--- src/hdl/multi_list_linked_queue_unit_macros.svh ---
// assertion macros shared by the linked queue rtl
// expects clk and arst_n in the scope of every use
`ifndef MULTI_LIST_LINKED_QUEUE_UNIT_MACROS_SVH
`define MULTI_LIST_LINKED_QUEUE_UNIT_MACROS_SVH

// same-cycle implication
`define MLLQ_ASSERT_IMPL(lbl, ante, cons) \
	lbl: assert property (@(posedge clk) disable iff (!arst_n) (ante) |-> (cons)) \
		else $error("mllq assertion failed");

// next-cycle implication
`define MLLQ_ASSERT_NEXT(lbl, ante, cons) \
	lbl: assert property (@(posedge clk) disable iff (!arst_n) (ante) |=> (cons)) \
		else $error("mllq assertion failed");

`endif

--- src/hdl/mllq_pkg.sv ---
// types, constants and helpers of the multi-list linked queue unit
// no dependencies
package mllq_pkg;

	localparam int NUM_ENTRIES = 16;
	localparam int NUM_LISTS   = 8;

	localparam int CMD_W   = 2;
	localparam int LIST_W  = 3;
	localparam int ENTRY_W = 4;
	localparam int LINK_W  = $clog2(NUM_ENTRIES + 1);
	localparam int STEP_W  = $clog2(NUM_ENTRIES + 1);

	typedef logic [LINK_W-1:0] link_t;

	localparam link_t LINK_NULL = LINK_W'(NUM_ENTRIES);

	typedef enum logic [CMD_W-1:0] {
		CMD_APPEND  = 2'd0,
		CMD_PREPEND = 2'd1,
		CMD_DEQUEUE = 2'd2,
		CMD_REMOVE  = 2'd3
	} cmd_t;

	typedef enum logic [3:0] {
		OP_NONE,
		OP_LOAD,
		OP_EMPTY_FAIL,
		OP_NOT_FOUND,
		OP_RD_HEAD,
		OP_TAKE,
		OP_INS_EMPTY,
		OP_TAIL_LINK,
		OP_APP_FIN,
		OP_PREP,
		OP_WALK_START,
		OP_WALK_STEP,
		OP_RD_E,
		OP_UNLINK,
		OP_CLR_E
	} dp_op_t;

	typedef struct packed {
		dp_op_t op;
		logic   out_load;
	} dp_ctl_t;

	typedef struct packed {
		cmd_t cmd;
		logic head_null;
		logic head_is_e;
		logic rd_is_e;
		logic rd_is_entry;
		logic step_max;
	} dp_stat_t;

	function automatic logic is_entry(input link_t x);
		return x < LINK_W'(NUM_ENTRIES);
	endfunction

endpackage

--- src/hdl/mllq_ifs.sv ---
// request and response channel interfaces of the linked queue unit
// depends on mllq_pkg
interface mllq_req_if;
	import mllq_pkg::*;

	logic               valid;
	logic               ready;
	logic [CMD_W-1:0]   command;
	logic [LIST_W-1:0]  list_id;
	logic [ENTRY_W-1:0] entry_id;

	modport source (output valid, output command, output list_id, output entry_id,
		input ready);
	modport sink (input valid, input command, input list_id, input entry_id,
		output ready);
endinterface

interface mllq_rsp_if;
	import mllq_pkg::*;

	logic               valid;
	logic               ready;
	logic [ENTRY_W-1:0] result_entry;
	logic               status;

	modport source (output valid, output result_entry, output status, input ready);
	modport sink (input valid, input result_entry, input status, output ready);
endinterface

--- src/hdl/mllq_ram.sv ---
// generic single write port, single read port ram with registered read
// no dependencies
module mllq_ram #(
	parameter int WIDTH = 8,
	parameter int DEPTH = 16
) (
	input  logic                     clk,
	input  logic                     we,
	input  logic [$clog2(DEPTH)-1:0] waddr,
	input  logic [WIDTH-1:0]         wdata,
	input  logic                     re,
	input  logic [$clog2(DEPTH)-1:0] raddr,
	output logic [WIDTH-1:0]         rdata
);
	logic [WIDTH-1:0] mem_q [DEPTH];

	always_ff @(posedge clk) begin
		if (we) begin
			mem_q[waddr] <= wdata;
		end
		if (re) begin
			rdata <= mem_q[raddr];
		end
	end
endmodule

--- src/hdl/mllq_ctrl.sv ---
// controller state machine of the linked queue unit
// depends on mllq_pkg and multi_list_linked_queue_unit_macros.svh
`include "multi_list_linked_queue_unit_macros.svh"

module mllq_ctrl (
	input  logic               clk,
	input  logic               arst_n,
	input  logic               in_valid,
	output logic               in_ready,
	output logic               out_valid,
	input  logic               out_ready,
	input  mllq_pkg::dp_stat_t stat,
	output mllq_pkg::dp_ctl_t  ctl
);
	import mllq_pkg::*;

	typedef enum logic [2:0] {
		S_IDLE,
		S_DECODE,
		S_APPEND,
		S_TAKE,
		S_WALK,
		S_UNLINK,
		S_CLEAR,
		S_RESP
	} state_t;

	state_t state_q, state_d;
	logic   out_valid_q;

	assign in_ready  = (state_q == S_IDLE);
	assign out_valid = out_valid_q;

	always_comb begin
		ctl.op       = OP_NONE;
		ctl.out_load = 1'b0;
		state_d      = state_q;
		unique case (state_q)
			S_IDLE: begin
				if (in_valid) begin
					ctl.op  = OP_LOAD;
					state_d = S_DECODE;
				end
			end
			S_DECODE: begin
				unique case (stat.cmd)
					CMD_APPEND: begin
						if (stat.head_null) begin
							ctl.op  = OP_INS_EMPTY;
							state_d = S_RESP;
						end else begin
							ctl.op  = OP_TAIL_LINK;
							state_d = S_APPEND;
						end
					end
					CMD_PREPEND: begin
						ctl.op  = stat.head_null ? OP_INS_EMPTY : OP_PREP;
						state_d = S_RESP;
					end
					CMD_DEQUEUE: begin
						if (stat.head_null) begin
							ctl.op  = OP_EMPTY_FAIL;
							state_d = S_RESP;
						end else begin
							ctl.op  = OP_RD_HEAD;
							state_d = S_TAKE;
						end
					end
					CMD_REMOVE: begin
						if (stat.head_is_e) begin
							ctl.op  = OP_RD_HEAD;
							state_d = S_TAKE;
						end else if (stat.head_null) begin
							ctl.op  = OP_NOT_FOUND;
							state_d = S_RESP;
						end else begin
							ctl.op  = OP_WALK_START;
							state_d = S_WALK;
						end
					end
				endcase
			end
			S_APPEND: begin
				ctl.op  = OP_APP_FIN;
				state_d = S_RESP;
			end
			S_TAKE: begin
				ctl.op  = OP_TAKE;
				state_d = S_RESP;
			end
			S_WALK: begin
				if (stat.rd_is_e) begin
					ctl.op  = OP_RD_E;
					state_d = S_UNLINK;
				end else if (stat.step_max || !stat.rd_is_entry) begin
					ctl.op  = OP_NOT_FOUND;
					state_d = S_RESP;
				end else begin
					ctl.op = OP_WALK_STEP;
				end
			end
			S_UNLINK: begin
				ctl.op  = OP_UNLINK;
				state_d = S_CLEAR;
			end
			S_CLEAR: begin
				ctl.op  = OP_CLR_E;
				state_d = S_RESP;
			end
			S_RESP: begin
				if (!out_valid_q || out_ready) begin
					ctl.out_load = 1'b1;
					state_d      = S_IDLE;
				end
			end
			default: begin
				state_d = S_IDLE;
			end
		endcase
	end

	always_ff @(posedge clk or negedge arst_n) begin
		if (!arst_n) begin
			state_q     <= S_IDLE;
			out_valid_q <= 1'b0;
		end else begin
			state_q <= state_d;
			if (ctl.out_load) begin
				out_valid_q <= 1'b1;
			end else if (out_ready) begin
				out_valid_q <= 1'b0;
			end
		end
	end

	`MLLQ_ASSERT_IMPL(a_load_slot_free, ctl.out_load, !out_valid_q || out_ready)
	`MLLQ_ASSERT_NEXT(a_accept_decode, in_valid && in_ready, state_q == S_DECODE)
endmodule

--- src/hdl/mllq_dp.sv ---
// datapath of the linked queue unit: head and tail tables, link ram, walk and result regs
// depends on mllq_pkg, mllq_ram and multi_list_linked_queue_unit_macros.svh
`include "multi_list_linked_queue_unit_macros.svh"

module mllq_dp (
	input  logic                         clk,
	input  logic                         arst_n,
	input  logic [mllq_pkg::CMD_W-1:0]   in_command,
	input  logic [mllq_pkg::LIST_W-1:0]  in_list_id,
	input  logic [mllq_pkg::ENTRY_W-1:0] in_entry_id,
	input  mllq_pkg::dp_ctl_t            ctl,
	output mllq_pkg::dp_stat_t           stat,
	output logic [mllq_pkg::ENTRY_W-1:0] result_entry,
	output logic                         status
);
	import mllq_pkg::*;

	link_t               head_q [NUM_LISTS];
	link_t               tail_q [NUM_LISTS];
	cmd_t                cmd_q;
	logic [LIST_W-1:0]   list_q;
	logic [ENTRY_W-1:0]  entry_q;
	logic [ENTRY_W-1:0]  res_q;
	logic                status_q;
	link_t               t_q;
	logic [STEP_W-1:0]   step_q;
	logic [ENTRY_W-1:0]  out_entry_q;
	logic                out_status_q;

	link_t               cur_head;
	link_t               cur_tail;
	link_t               e_link;

	logic                ram_we;
	logic [ENTRY_W-1:0]  ram_waddr;
	link_t               ram_wdata;
	logic                ram_re;
	logic [ENTRY_W-1:0]  ram_raddr;
	link_t               ram_rdata;

	assign cur_head = head_q[list_q];
	assign cur_tail = tail_q[list_q];
	assign e_link   = LINK_W'(entry_q);

	assign stat.cmd         = cmd_q;
	assign stat.head_null   = !is_entry(cur_head);
	assign stat.head_is_e   = (cur_head == e_link);
	assign stat.rd_is_e     = (ram_rdata == e_link);
	assign stat.rd_is_entry = is_entry(ram_rdata);
	assign stat.step_max    = (step_q == STEP_W'(NUM_ENTRIES));

	assign result_entry = out_entry_q;
	assign status       = out_status_q;

	mllq_ram #(
		.WIDTH(LINK_W),
		.DEPTH(NUM_ENTRIES)
	) u_link_ram (
		.clk  (clk),
		.we   (ram_we),
		.waddr(ram_waddr),
		.wdata(ram_wdata),
		.re   (ram_re),
		.raddr(ram_raddr),
		.rdata(ram_rdata)
	);

	always_comb begin
		ram_we    = 1'b0;
		ram_waddr = entry_q;
		ram_wdata = LINK_NULL;
		ram_re    = 1'b0;
		ram_raddr = entry_q;
		case (ctl.op) inside
			OP_RD_HEAD, OP_WALK_START: begin
				ram_re    = 1'b1;
				ram_raddr = cur_head[ENTRY_W-1:0];
			end
			OP_WALK_STEP: begin
				ram_re    = 1'b1;
				ram_raddr = ram_rdata[ENTRY_W-1:0];
			end
			OP_RD_E: begin
				ram_re = 1'b1;
			end
			OP_TAKE: begin
				ram_we    = 1'b1;
				ram_waddr = cur_head[ENTRY_W-1:0];
			end
			OP_INS_EMPTY, OP_APP_FIN, OP_CLR_E: begin
				ram_we = 1'b1;
			end
			OP_TAIL_LINK: begin
				ram_we    = is_entry(cur_tail);
				ram_waddr = cur_tail[ENTRY_W-1:0];
				ram_wdata = e_link;
			end
			OP_PREP: begin
				ram_we    = 1'b1;
				ram_wdata = cur_head;
			end
			OP_UNLINK: begin
				ram_we    = 1'b1;
				ram_waddr = t_q[ENTRY_W-1:0];
				ram_wdata = ram_rdata;
			end
			default: begin
			end
		endcase
	end

	// list heads and tails
	always_ff @(posedge clk or negedge arst_n) begin
		if (!arst_n) begin
			list_q <= '0;
			for (int i = 0; i < NUM_LISTS; i++) begin
				head_q[i] <= LINK_NULL;
				tail_q[i] <= LINK_NULL;
			end
		end else begin
			case (ctl.op) inside
				OP_LOAD: begin
					list_q <= in_list_id;
				end
				OP_TAKE: begin
					if (is_entry(ram_rdata)) begin
						head_q[list_q] <= ram_rdata;
					end else begin
						head_q[list_q] <= LINK_NULL;
						tail_q[list_q] <= LINK_NULL;
					end
				end
				OP_INS_EMPTY: begin
					head_q[list_q] <= e_link;
					tail_q[list_q] <= e_link;
				end
				OP_APP_FIN: begin
					tail_q[list_q] <= e_link;
				end
				OP_PREP: begin
					head_q[list_q] <= e_link;
				end
				OP_UNLINK: begin
					if (cur_tail == e_link) begin
						tail_q[list_q] <= t_q;
					end
				end
				default: begin
				end
			endcase
		end
	end

	// word fields, walk pointer and result
	always_ff @(posedge clk) begin
		case (ctl.op) inside
			OP_LOAD: begin
				cmd_q    <= cmd_t'(in_command);
				entry_q  <= in_entry_id;
				res_q    <= in_entry_id;
				status_q <= 1'b0;
			end
			OP_EMPTY_FAIL: begin
				res_q    <= '0;
				status_q <= 1'b1;
			end
			OP_NOT_FOUND: begin
				status_q <= 1'b1;
			end
			OP_TAKE: begin
				res_q <= cur_head[ENTRY_W-1:0];
			end
			OP_WALK_START: begin
				t_q    <= cur_head;
				step_q <= '0;
			end
			OP_WALK_STEP: begin
				t_q    <= ram_rdata;
				step_q <= step_q + STEP_W'(1);
			end
			default: begin
			end
		endcase
		if (ctl.out_load) begin
			out_entry_q  <= res_q;
			out_status_q <= status_q;
		end
	end

	`MLLQ_ASSERT_IMPL(a_ram_one_access, ram_re, !ram_we)
	`MLLQ_ASSERT_IMPL(a_walk_bound, ctl.op == OP_WALK_STEP, !stat.step_max && stat.rd_is_entry)
	`MLLQ_ASSERT_IMPL(a_head_tail_pair, 1'b1, is_entry(cur_head) == is_entry(cur_tail))
endmodule

--- src/hdl/multi_list_linked_queue_unit.sv ---
// top level of the multi-list linked queue unit
// depends on mllq_pkg, mllq_ifs, mllq_ctrl, mllq_dp
//
// channel  dir  fields
// req      in   command, list_id, entry_id
// rsp      out  result_entry, status
//
// one word in flight; req is ready only in idle, so a word waits until the last rsp is loaded
// rsp is loaded straight after decode for insert on an empty list, prepend, failed dequeue
// or remove on an empty list; via S_APPEND or S_TAKE for append to a non-empty list,
// dequeue and remove of head; remove of a later entry reads one link per cycle,
// then unlinks it if found; at most NUM_ENTRIES followed; a full rsp register stalls req
// reset empties every list at once; no clearing pass
module multi_list_linked_queue_unit (
	input logic       clk,
	input logic       arst_n,
	mllq_req_if.sink  req,
	mllq_rsp_if.source rsp
);
	import mllq_pkg::*;

	dp_ctl_t  ctl;
	dp_stat_t stat;

	mllq_ctrl u_ctrl (
		.clk      (clk),
		.arst_n   (arst_n),
		.in_valid (req.valid),
		.in_ready (req.ready),
		.out_valid(rsp.valid),
		.out_ready(rsp.ready),
		.stat     (stat),
		.ctl      (ctl)
	);

	mllq_dp u_dp (
		.clk         (clk),
		.arst_n      (arst_n),
		.in_command  (req.command),
		.in_list_id  (req.list_id),
		.in_entry_id (req.entry_id),
		.ctl         (ctl),
		.stat        (stat),
		.result_entry(rsp.result_entry),
		.status      (rsp.status)
	);
endmodule

--- src/flat_wrapper.sv ---
// flat-port wrapper written by rule: the top's interface ports become plain ports
module multi_list_linked_queue_unit_flat import mllq_pkg::*;
  (clk, arst_n, req_valid, req_command, req_list_id, req_entry_id, req_ready, rsp_valid, rsp_result_entry, rsp_status, rsp_ready);
  mllq_req_if req_i ();
  mllq_rsp_if rsp_i ();
  input logic clk;
  input logic arst_n;
  input wire logic [$bits(req_i.valid)-1:0] req_valid;
  input wire logic [$bits(req_i.command)-1:0] req_command;
  input wire logic [$bits(req_i.list_id)-1:0] req_list_id;
  input wire logic [$bits(req_i.entry_id)-1:0] req_entry_id;
  output wire logic [$bits(req_i.ready)-1:0] req_ready;
  output wire logic [$bits(rsp_i.valid)-1:0] rsp_valid;
  output wire logic [$bits(rsp_i.result_entry)-1:0] rsp_result_entry;
  output wire logic [$bits(rsp_i.status)-1:0] rsp_status;
  input wire logic [$bits(rsp_i.ready)-1:0] rsp_ready;
  assign req_i.valid = req_valid;
  assign req_i.command = req_command;
  assign req_i.list_id = req_list_id;
  assign req_i.entry_id = req_entry_id;
  assign req_ready = req_i.ready;
  assign rsp_valid = rsp_i.valid;
  assign rsp_result_entry = rsp_i.result_entry;
  assign rsp_status = rsp_i.status;
  assign rsp_i.ready = rsp_ready;
  multi_list_linked_queue_unit u_core (.clk(clk), .arst_n(arst_n), .req(req_i), .rsp(rsp_i));
endmodule
--- config.mk ---
export PLATFORM = sky130hd
export DESIGN_NAME = multi_list_linked_queue_unit_flat
export DESIGN_NICKNAME = d
export VERILOG_FILES = /design/src/hdl/mllq_pkg.sv /design/src/hdl/mllq_ifs.sv /design/src/hdl/mllq_ram.sv /design/src/hdl/mllq_ctrl.sv /design/src/hdl/mllq_dp.sv /design/src/hdl/multi_list_linked_queue_unit.sv /design/src/flat_wrapper.sv
export VERILOG_INCLUDE_DIRS = /design/src /design/src/hdl
export SDC_FILE = /design/constraint.sdc
export NUM_CORES = 1
export LEC_CHECK = 0
export ABC_AREA = 1
export BUFFER_PORTS_ARGS = -buffer_cell sky130_fd_sc_hd__buf_2
export CORE_ASPECT_RATIO = 1.75
export CORE_MARGIN = 2
export CORE_UTILIZATION = 40
export CTS_CLUSTER_DIAMETER = 120
export DETAILED_ROUTE_END_ITERATION = 8
export PLACE_DENSITY_LB_ADDON = 0.05
export SLEW_MARGIN = 15
export SYNTH_ARGS = -nofsm -noshare
export SYNTH_HDL_FRONTEND = slang
export SYNTH_SLANG_ARGS = --single-unit
--- constraint.sdc ---
create_clock -name clk -period 4.5 [get_ports clk]
set_clock_uncertainty 0.1 [all_clocks]
set_input_delay 0.675 -clock clk [delete_from_list [all_inputs] [get_ports clk]]
set_output_delay 0.675 -clock clk [all_outputs]
set_load 0.02 [all_outputs]
==> impl_metrics.tcl <==
set metrics [dict create \
    h-tree-depth 4 \
    viasPerCell 5.52 \
    min_period_ns 4.02 \
    syn_nets 1531 \
    cts_buffer_depth 2 \
    clkSinkCount 198 \
    final.period_utilization 0.893 \
    synthSimpleGateAreaFrac 0.267 \
    die_area_sq_um 31200 \
    boundaryPins 20 \
    rsz0062_at_grt "no" \
    grt_start_max_net_pins 80 \
    synth_top_cell_area_share 0.278 \
    synth_compound_area_frac 0.166 \
    hold_viol 0 \
    grt_pass1_wl_mm 60.3 \
    dieWidth_um 134 \
    routabilityCongestion 0.901 \
    cts_tree "done" \
    max_stage_delay_ns 0.63 \
    final_cell_count_no_fill 1922 \
    dp_cells 1890 \
    path_delay_family "simple AND/OR/NAND/NOR gates" \
    row_count 83 \
    clockRootBuffer "clkbuf_16" \
    clkTransAtPathRegs_ns 0.08 \
    max-cap-violations 0 \
    yosysMostFrequentCell "nand2_1" \
    ys_types 53 \
    r2r_end "u_core.u_dp.u_link_ram.mem_q[12][4]" \
    cp_data_required_time_ns 4.50 \
    track_usage 0.259 \
    slew_viol_final 0 \
    grt_overflow 0 \
    slew_headroom 0.393 \
    cp_cell_sequence "buf_4, nand2_1, nand3_1, nand2_1, nor2_1, nand2_1, nand2_1, nor2_4, nand2_4, nand2_2, nand3_1, nand2_1, nand2_1, nand3_1, inv_1, nand2_1, a31oi_1, nand2_1, nor2_1" \
    crit_start "u_core.u_dp.list_q[0]" \
    antenna_found_initial 0 \
    ys.flop_type "edfxtp_1" \
    whs_ns 0.210 \
    grt_pass1_vias 10500 \
    worst_slew_pin_slew_ns 0.910 \
    drive_above_1_share 0.112 \
    worstPathArrival_ns 4.02 \
    synth_adder_area_share 0.00210 \
    synthArstFlopShare 0.439 \
    antenna_left 0 \
    power_density_nw_per_um2 858 \
    cp-endpoint "u_core.u_dp.u_link_ram.mem_q[12][4]" \
    yosysWarnings 0 \
    netlist_top_cells_count "nand2_1, inv_1, nand3_1" \
    tns_ns 0 \
    fmax_mhz 249 \
    synth_top_family_by_area "simple AND/OR/NAND/NOR gates" \
    crit_cells 19 \
    initial_utilization 0.406 \
    clk_latency_ns 0.47 \
    n_antenna_cell 0 \
    synth_area_sq_um 11900 \
    synthMuxAreaShare 0 \
    r2r_slack_ns 0.48 \
    drc 0 \
    cts_hold_buf 0 \
    post_cts_resized 0 \
    synthTopCellsByArea "edfxtp_1, dfrtp_1, nand2_1" \
    drt-total-wl_mm 39.1 \
    io_buffers 19 \
    hold_path.class "in -> async" \
    syn_avg_cell_area_sq_um 7.85 \
    cts_setup_buffers 0 \
    synth_seq_cells 198 \
    crit_fanout 13 \
    dp_hpwl_mm 29.0 \
    die_y_um 232 \
    nets 1542 \
    crit_path_frequent_cell "nand2_1" \
    crit_slowest_cell "dfrtp_1" \
    post-route-util 0.447 \
    syn_to_final_growth_pct 9.98 \
    syn_inst 1516 \
    rr_startpoint "u_core.u_dp.list_q[0]" \
    seq_area_frac_synth 0.464 \
    path_class "reg -> reg" \
    drt-initial-drc-count 696 \
    cts_buffers 17 \
    detail_route.wl_per_cell_um 20.3 \
    worst-path-buf-inv 2 \
    postLayoutCellArea_sq_um 13100 \
    start_kind "flip-flop" \
    end_kind "flip-flop" \
    ir_drop_mv 0.437 \
    core-area_sq_um 29300 \
    status "finished, final reports clean" \
    reg2reg_depth 19 \
    synth_edf_count 110 \
    placed_cell_area_sq_um 12500 \
    num_vias 10600 \
    synthXorXnorAreaFrac 0.00442 \
    setup_viol 0 \
    power.leakage_nw 5.82 \
    drtPass1Iterations 6 \
    synth_area_leader_cell "edfxtp_1" \
]
[layout by cell type, fill, tap and decap left out, types with 18 or more instances in the layout]
cell type / count
a21oi_1: 24
buf_2: 18
buf_4: 52
dfrtp_1: 71
edfxtp_1: 110
inv_1: 197
nand2_1: 357
nand3_1: 180
nand3b_1: 25
nor2_1: 79
nor3_1: 25
o211ai_1: 20
o21ai_0: 162
o21ai_1: 38
o311ai_0: 20
[cells by family (layout without fill, tap and decap cells)]
logic type	count (synthesis)	count (layout)
XOR/XNOR	6	6
flip-flops	198	198
buffers and inverters	288	312
adder cells (fa/ha/maj)	2	2
AO/OA/AOI/OAI	322	322
AND/OR/NAND/NOR	700	700
[power by group]
group / total (mW) / internal [mW] / switching [mW]
Clock: 1.56 / 0.798 / 0.761
Sequential: 3.22 / 2.87 / 0.358
Combinational: 6.45 / 1.80 / 4.65
Total: 11.2 / 5.47 / 5.77
[stage by stage]
step | power, mW | setup WS, ns
3_5_place_dp | 9.68 | 0.487
6_report | 11.2 | 0.481
5_1_grt | 12.1 | 0.169
4_1_cts | 11.3 | 0.464
3_3_place_gp | 9.66 | 0.575
2_1_floorplan | 7.59 | 1.35
[area by class of cell]
class | instances | area, sq um
Inverter | 210 | 793
Multi-Input combinational cell | 1030 | 5240
Tap cell | 382 | 478
Timing Repair Buffer | 70 | 480
Clock buffer | 19 | 443
Sequential cell | 198 | 5520
Clock inverter | 13 | 140
Fill cell | 3015 | 16200
[how the worst min path moves through the flow]
stage / startpoint / depth (start not counted) / end
after floorplan: arst_n / 0 / u_core.u_ctrl.out_valid
after global placement: u_core.u_dp.res_q[3] / 0 / u_core.u_dp.result_entry[3]
after detailed placement: u_core.u_dp.res_q[3] / 0 / u_core.u_dp.result_entry[3]
after CTS: arst_n / 1 / u_core.u_dp.head_q[12]
after global routing: req_command[1] / 1 / u_core.u_dp.cmd_q[1]
final: arst_n / 1 / u_core.u_dp.head_q[1]
[flip-flops by register name (all words and copies together), names as in the netlist, 4 cells and up]
signal / flops
u_core.u_dp.entry_q: 4
u_core.u_dp.head_q: 40
u_core.u_dp.res_q: 4
u_core.u_dp.result_entry: 4
u_core.u_dp.step_q: 5
u_core.u_dp.t_q: 5
u_core.u_dp.tail_q: 40
u_core.u_dp.u_link_ram.mem_q: 80
u_core.u_dp.u_link_ram.rdata: 5
[worst reg2reg max path, delay by kind of cell, from the launching register on]
| kind | cells | cell delay (ns) |
|---|---|---|
| and+or+nand+nor | 16 | 2.11 |
| AOI/OAI and AO/OA | 1 | 0.33 |
| DFF | 1 | 0.63 |
| buffers and inverters | 2 | 0.49 |
[per-layer routing]
layer | up-vias | share of wire | global-route usage
met5 | - | 0 | 0
met3 | 116 | 0.030 | 0.0293
met1 | 5064 | 0.37 | 0.269
met2 | 316 | 0.55 | 0.490
li1 | 5123 | - | -
met4 | 0 | 0.057 | 0.155
Note: power is estimated with default switching activity, not from simulation.
